### src/rtl/core/page_cache_lru_tag_engine_unit_assert.svh
// Assertion macros for the page cache tag engine.
// Used by the top level; expects clk and rst in scope.
`ifndef PAGE_CACHE_LRU_TAG_ENGINE_UNIT_ASSERT_SVH
`define PAGE_CACHE_LRU_TAG_ENGINE_UNIT_ASSERT_SVH
`ifndef SYNTHESIS
`define PCLTE_ASSERT(lbl, prop, msg) \
  lbl: assert property (@(posedge clk) disable iff (rst) prop) else $error(msg);
`define PCLTE_ASSERT_ALWAYS(lbl, prop, msg) \
  lbl: assert property (@(posedge clk) prop) else $error(msg);
`else
`define PCLTE_ASSERT(lbl, prop, msg)
`define PCLTE_ASSERT_ALWAYS(lbl, prop, msg)
`endif
`endif

### src/rtl/core/pclte_ram.sv
// Generic single-write, single-read RAM with registered read data.
// No dependencies.
`default_nettype none
module pclte_ram #(
  parameter int WIDTH = 8,
  parameter int DEPTH = 16
) (
  input  logic                     clk,
  input  logic                     wr_en,
  input  logic [$clog2(DEPTH)-1:0] wr_addr,
  input  logic [WIDTH-1:0]         wr_data,
  input  logic                     rd_en,
  input  logic [$clog2(DEPTH)-1:0] rd_addr,
  output logic [WIDTH-1:0]         rd_data
);
  logic [WIDTH-1:0] mem [DEPTH];

  always_ff @(posedge clk) begin
    if (wr_en) begin
      mem[wr_addr] <= wr_data;
    end
    if (rd_en) begin
      rd_data <= mem[rd_addr];
    end
  end
endmodule
`default_nettype wire

### config.mk
export PLATFORM = sky130hd
export DESIGN_NAME = pclte_ram
export DESIGN_NICKNAME = d
export VERILOG_FILES = /design/src/rtl/core/page_cache_lru_tag_engine_unit_assert.svh /design/src/rtl/core/pclte_ram.sv
export SDC_FILE = /design/constraint.sdc
export NUM_CORES = 1
export LEC_CHECK = 0
export ABC_AREA = 1
export BUFFER_PORTS_ARGS = -buffer_cell sky130_fd_sc_hd__buf_2
export CORE_MARGIN = 5
export CORE_UTILIZATION = 45
export DETAILED_ROUTE_END_ITERATION = 12
export GPL_ROUTABILITY_DRIVEN = 0
export PLACE_DENSITY = 0.6
export SYNTH_ARGS = -nofsm -noshare
export SYNTH_HDL_FRONTEND = slang
export SYNTH_SLANG_ARGS = --single-unit
### constraint.sdc
create_clock -name clk -period 1.55 [get_ports clk]
set_clock_uncertainty 0.1 [all_clocks]
set_input_delay 0.31 -clock clk [delete_from_list [all_inputs] [get_ports clk]]
set_output_delay 0.31 -clock clk [all_outputs]
set_load 0.05 [all_outputs]
Word-level counts from Yosys, hierarchy flattened
Memory sizes are Yosys's and may differ from the RTL's. A register that Yosys moved wholly into a read port is not among the register bits. Cells that the tools add are included.

Bits in registers: 0. Latch bits: 0. Bits in writable memories: 128. Bits in read-only memories: 0. Input bits: 19. Output and inout bits: 8. Word-level logic and storage cells: 3. Memories: 1.

$add $sub $neg: 0. $mul: 0. Divide/modulo/power cells: 0. $lt $le $gt $ge: 0. Eq/ne operators: 0. Shift-type cells: 0. Muxes and demuxes: 2. Bitwise operators: 0. Reductions and logical operators: 0.

Memory list: mem (depth 16, bits a word 8, rd ports 1, clocked after Yosys merged registers in 1, write ports 1, line pclte_ram.sv:16) `logic [WIDTH-1:0] mem [DEPTH];`.

Operator list (number): 1-bit 2-to-1 mux (2).

Longest topological paths before layout
Depth after elaboration: 2. Depth in mapped cells: 8. Gate-level depth less buffers: 7.

Worst setup path after synthesis
OpenSTA, ideal clock, no wires.

Path kind: input port to flip-flop. From: input wr_addr[2]. To: memory mem[10][0] (enable). Setup time: 0.370 ns. Arrival: 0.891 ns. Data required time: 1.080 ns. Slack: 0.189 ns. Stages on the path: 2. Path buffers: 0. Path through: nand3b_1 > nor2_1.

RTL lines: from (decl) (line pclte_ram.sv:10) `input logic [$clog2(DEPTH)-1:0] wr_addr,`; to (decl) (line pclte_ram.sv:16).

No word-level cell before the write port.

Worst setup path after layout
From: register rd_data[6], read port of mem. To: output rd_data[6].

RTL lines: from (decl) (line pclte_ram.sv:14) `output logic [WIDTH-1:0] rd_data`.

No word-level cell between the ends.

==> qor.yml <==
global_route:
  grt-ovfl-total: 0
  grtUsageMet3_pct: 4.00
  first_global_vias: 3747
  grt.busiest_layer: "met2"
  grt_max_degree: 60
  grt_antenna_before_repair: 0
  met1_usage_pct: 26.9
  grt_pass1_wl_um: 20900
  grt_usage_pct: 19.1
  met2_usage_pct: 29.3
outcome:
  status: "complete, no violations"
logic_synthesis:
  synth_seq_cells: 136
  synth_nets: 570
  synth_area_um2: 5850
  syn_inst: 551
  ys_seq_area_share_pct: 69.8
  ys_warn_count: 0
  synth-simple-area-share_pct: 20.8
  synthMuxAreaShare_pct: 0
  synth_top_family_by_area: "simple AND/OR/NAND/NOR gates"
  synth_fa_ha_area_share_pct: 0
  synth_compound_gate_area_share_pct: 0
  syn_area_per_cell_um2: 10.6
  yosys.area_share.xor_xnor_pct: 0
  synth_cell_types: 11
sta:
  relSlewSlack_pct: 58.1
  period_share_pct: 93.4
  rsz0062_at_grt: "false"
  setup_viol: 0
  period_needed_ns: 1.45
  finalHoldViolations: 0
  tightest_slew_ns: 0.627
  timing.fmax_mhz: 691
  slew_viol_final: 0
  hold-worst-slack_ns: 0.155
cts:
  cts_setup_buffers: 0
  clockBufferDepth: 2
  clock-sinks: 136
  ctsResizeCount: 0
  numCtsBuffers: 17
  worstSkewPairLatency_ns: 0.42
  clk_pin_slew_ns: 0.06
  hold_buffers: 0
  h-tree-depth: 4
  cts_tree: "built"
  cts_root_buf: "clkbuf_16"
pwr:
  powerDensity_nw_per_um2: 1220
  irDropWorstVdd_mv: 0.631
  pwr-share-comb_pct: 7.0
  clock_power_share_pct: 42.8
  switchingPower_mw: 1.85
  p_sw_share_pct: 22.2
  seqPwrFrac_pct: 50.1
  p_leak_nw: 2.95
  p_int_mw: 6.46
layout:
  drive_gt1_share_pct: 13.4
  multi_input_area_um2: 1210
  regArea_um2: 4080
  utilization_pct: 53.7
  final_nets: 619
  diodes: 0
  area_delta_synth_final_pct: 16.4
  fill_cells: 1159
route:
  dr.pass1.iters: 4
  drc: 0
  via_per_inst: 4.85
  wl_per_cell_um: 17.0
  first_iter_violations: 419
  vias: 3811
  finalWirelength_um: 13300
  antenna_violating_nets_post_route: 0
worst_setup_path:
  path_cells: "buf_2"
  path_delay_family: "flip-flops"
  crit_cells: 1
  rrSetupSlack_ns: 0.31
  path_buf_inv: 1
  crit_type: "reg -> out"
  arrival_ns: 1.04
  crit_slowest_cell: "edfxtp_1"
  critical-path-max-stage-delay_ns: 0.39
  crit_path_start_kind: "register"
  worstPathRequired_ns: 1.14
  rr_worst_depth: 6
  cp-end-kind: "output port"
  path_max_fanout: 1
place:
  place_hpwl_um: 8120
  port_buffers: 26
die:
  core_area_um2: 12700
  row_count: 41
  dieArea_um2: 15400
  start_util_pct: 46.1
  die_y_um: 124
  die_width_um: 124
  io_pins: 27
hold_path:
  hold_depth: 1
  worstHoldPathType: "in -> reg"
flow_run:
  maxCapViolCount: 0
## kinds of logic (layout without fill, tap and decap cells)
| group | after synthesis | count (layout) |
|---|---|---|
| flops | 136 | 136 |
| simple gates | 289 | 289 |
| buf+inv | 126 | 188 |
## power groups by stage
stage,Sequential [mW],Combinational [mW],Clock [mW]
4_1_cts,4.17,0.588,3.60
6_report,4.17,0.584,3.56
3_3_place_gp,4.24,0.579,0
3_5_place_dp,4.24,0.585,0
5_1_grt,4.17,0.644,3.79
2_1_floorplan,4.30,0.290,0
## synth_stat cells
cell      instances  area share [%]
buf_1             1           0.064
buf_2            13             1.1
buf_4             4            0.51
buf_6             6             1.2
edfxtp_1        136              70
inv_1           100             6.4
inv_2             2            0.13
nand2_1         173              11
nand3_1          97             8.3
nand3b_1          2            0.26
nor2_1           17             1.1
## routing by layer
metal / wire, um / part of all wire (%)
met3: 986 / 7.4
met4: 109 / 0.82
met2: 6260 / 47
met5: 0 / 0
met1: 5960 / 45
## cell type report
class	instances	share of cell area [%]
clock buffers	19	6.36
clock inverters	13	1.29
inverters	102	5.62
multi-input cells	289	17.8
flip-flops and latches	136	60.0
well taps	172	3.16
repair buffers	54	5.74
## registers in the layout, summed over array words and instances, names as in the netlist
register / cells
mem: 128
rd_data: 8
## layout by cell type (no fill, tap or decap), types with 4 or more instances in the layout
master / n
buf_12: 4
clkinv_2: 7
nor2_1: 17
buf_4: 24
edfxtp_1: 136
clkbuf_16: 17
clkinv_1: 4
inv_1: 100
nand3_1: 97
nand2_1: 173
buf_2: 26
## per-stage QoR
step | area [um^2] | instances | worst slack [ns] | TNS [ns] | total power [mW]
after global routing | 6810 | 785 | 0.0642 | 0 | 8.60
after floorplan | 5850 | 551 | 0.189 | 0 | 4.59
final | 6810 | 785 | 0.102 | 0 | 8.31
after global placement | 6290 | 753 | -0.124 | -0.581 | 4.82
after detailed placement | 6290 | 753 | -0.131 | -0.650 | 4.83
after CTS | 6810 | 785 | 0.0608 | 0 | 8.36
## path summary, 6_finish.rpt
kind / start / to
hold reg to reg: mem[12][5]$_DFFE_PP_ / rd_data[5]$_DFFE_PP_
setup reg to reg: mem[1][1]$_DFFE_PP_ / rd_data[1]$_DFFE_PP_
hold / removal: rd_en / rd_data[6]$_DFFE_PP_
setup / recovery: rd_data[6]$_DFFE_PP_ / rd_data[6]
Note: power is estimated with default switching activity, not from simulation.
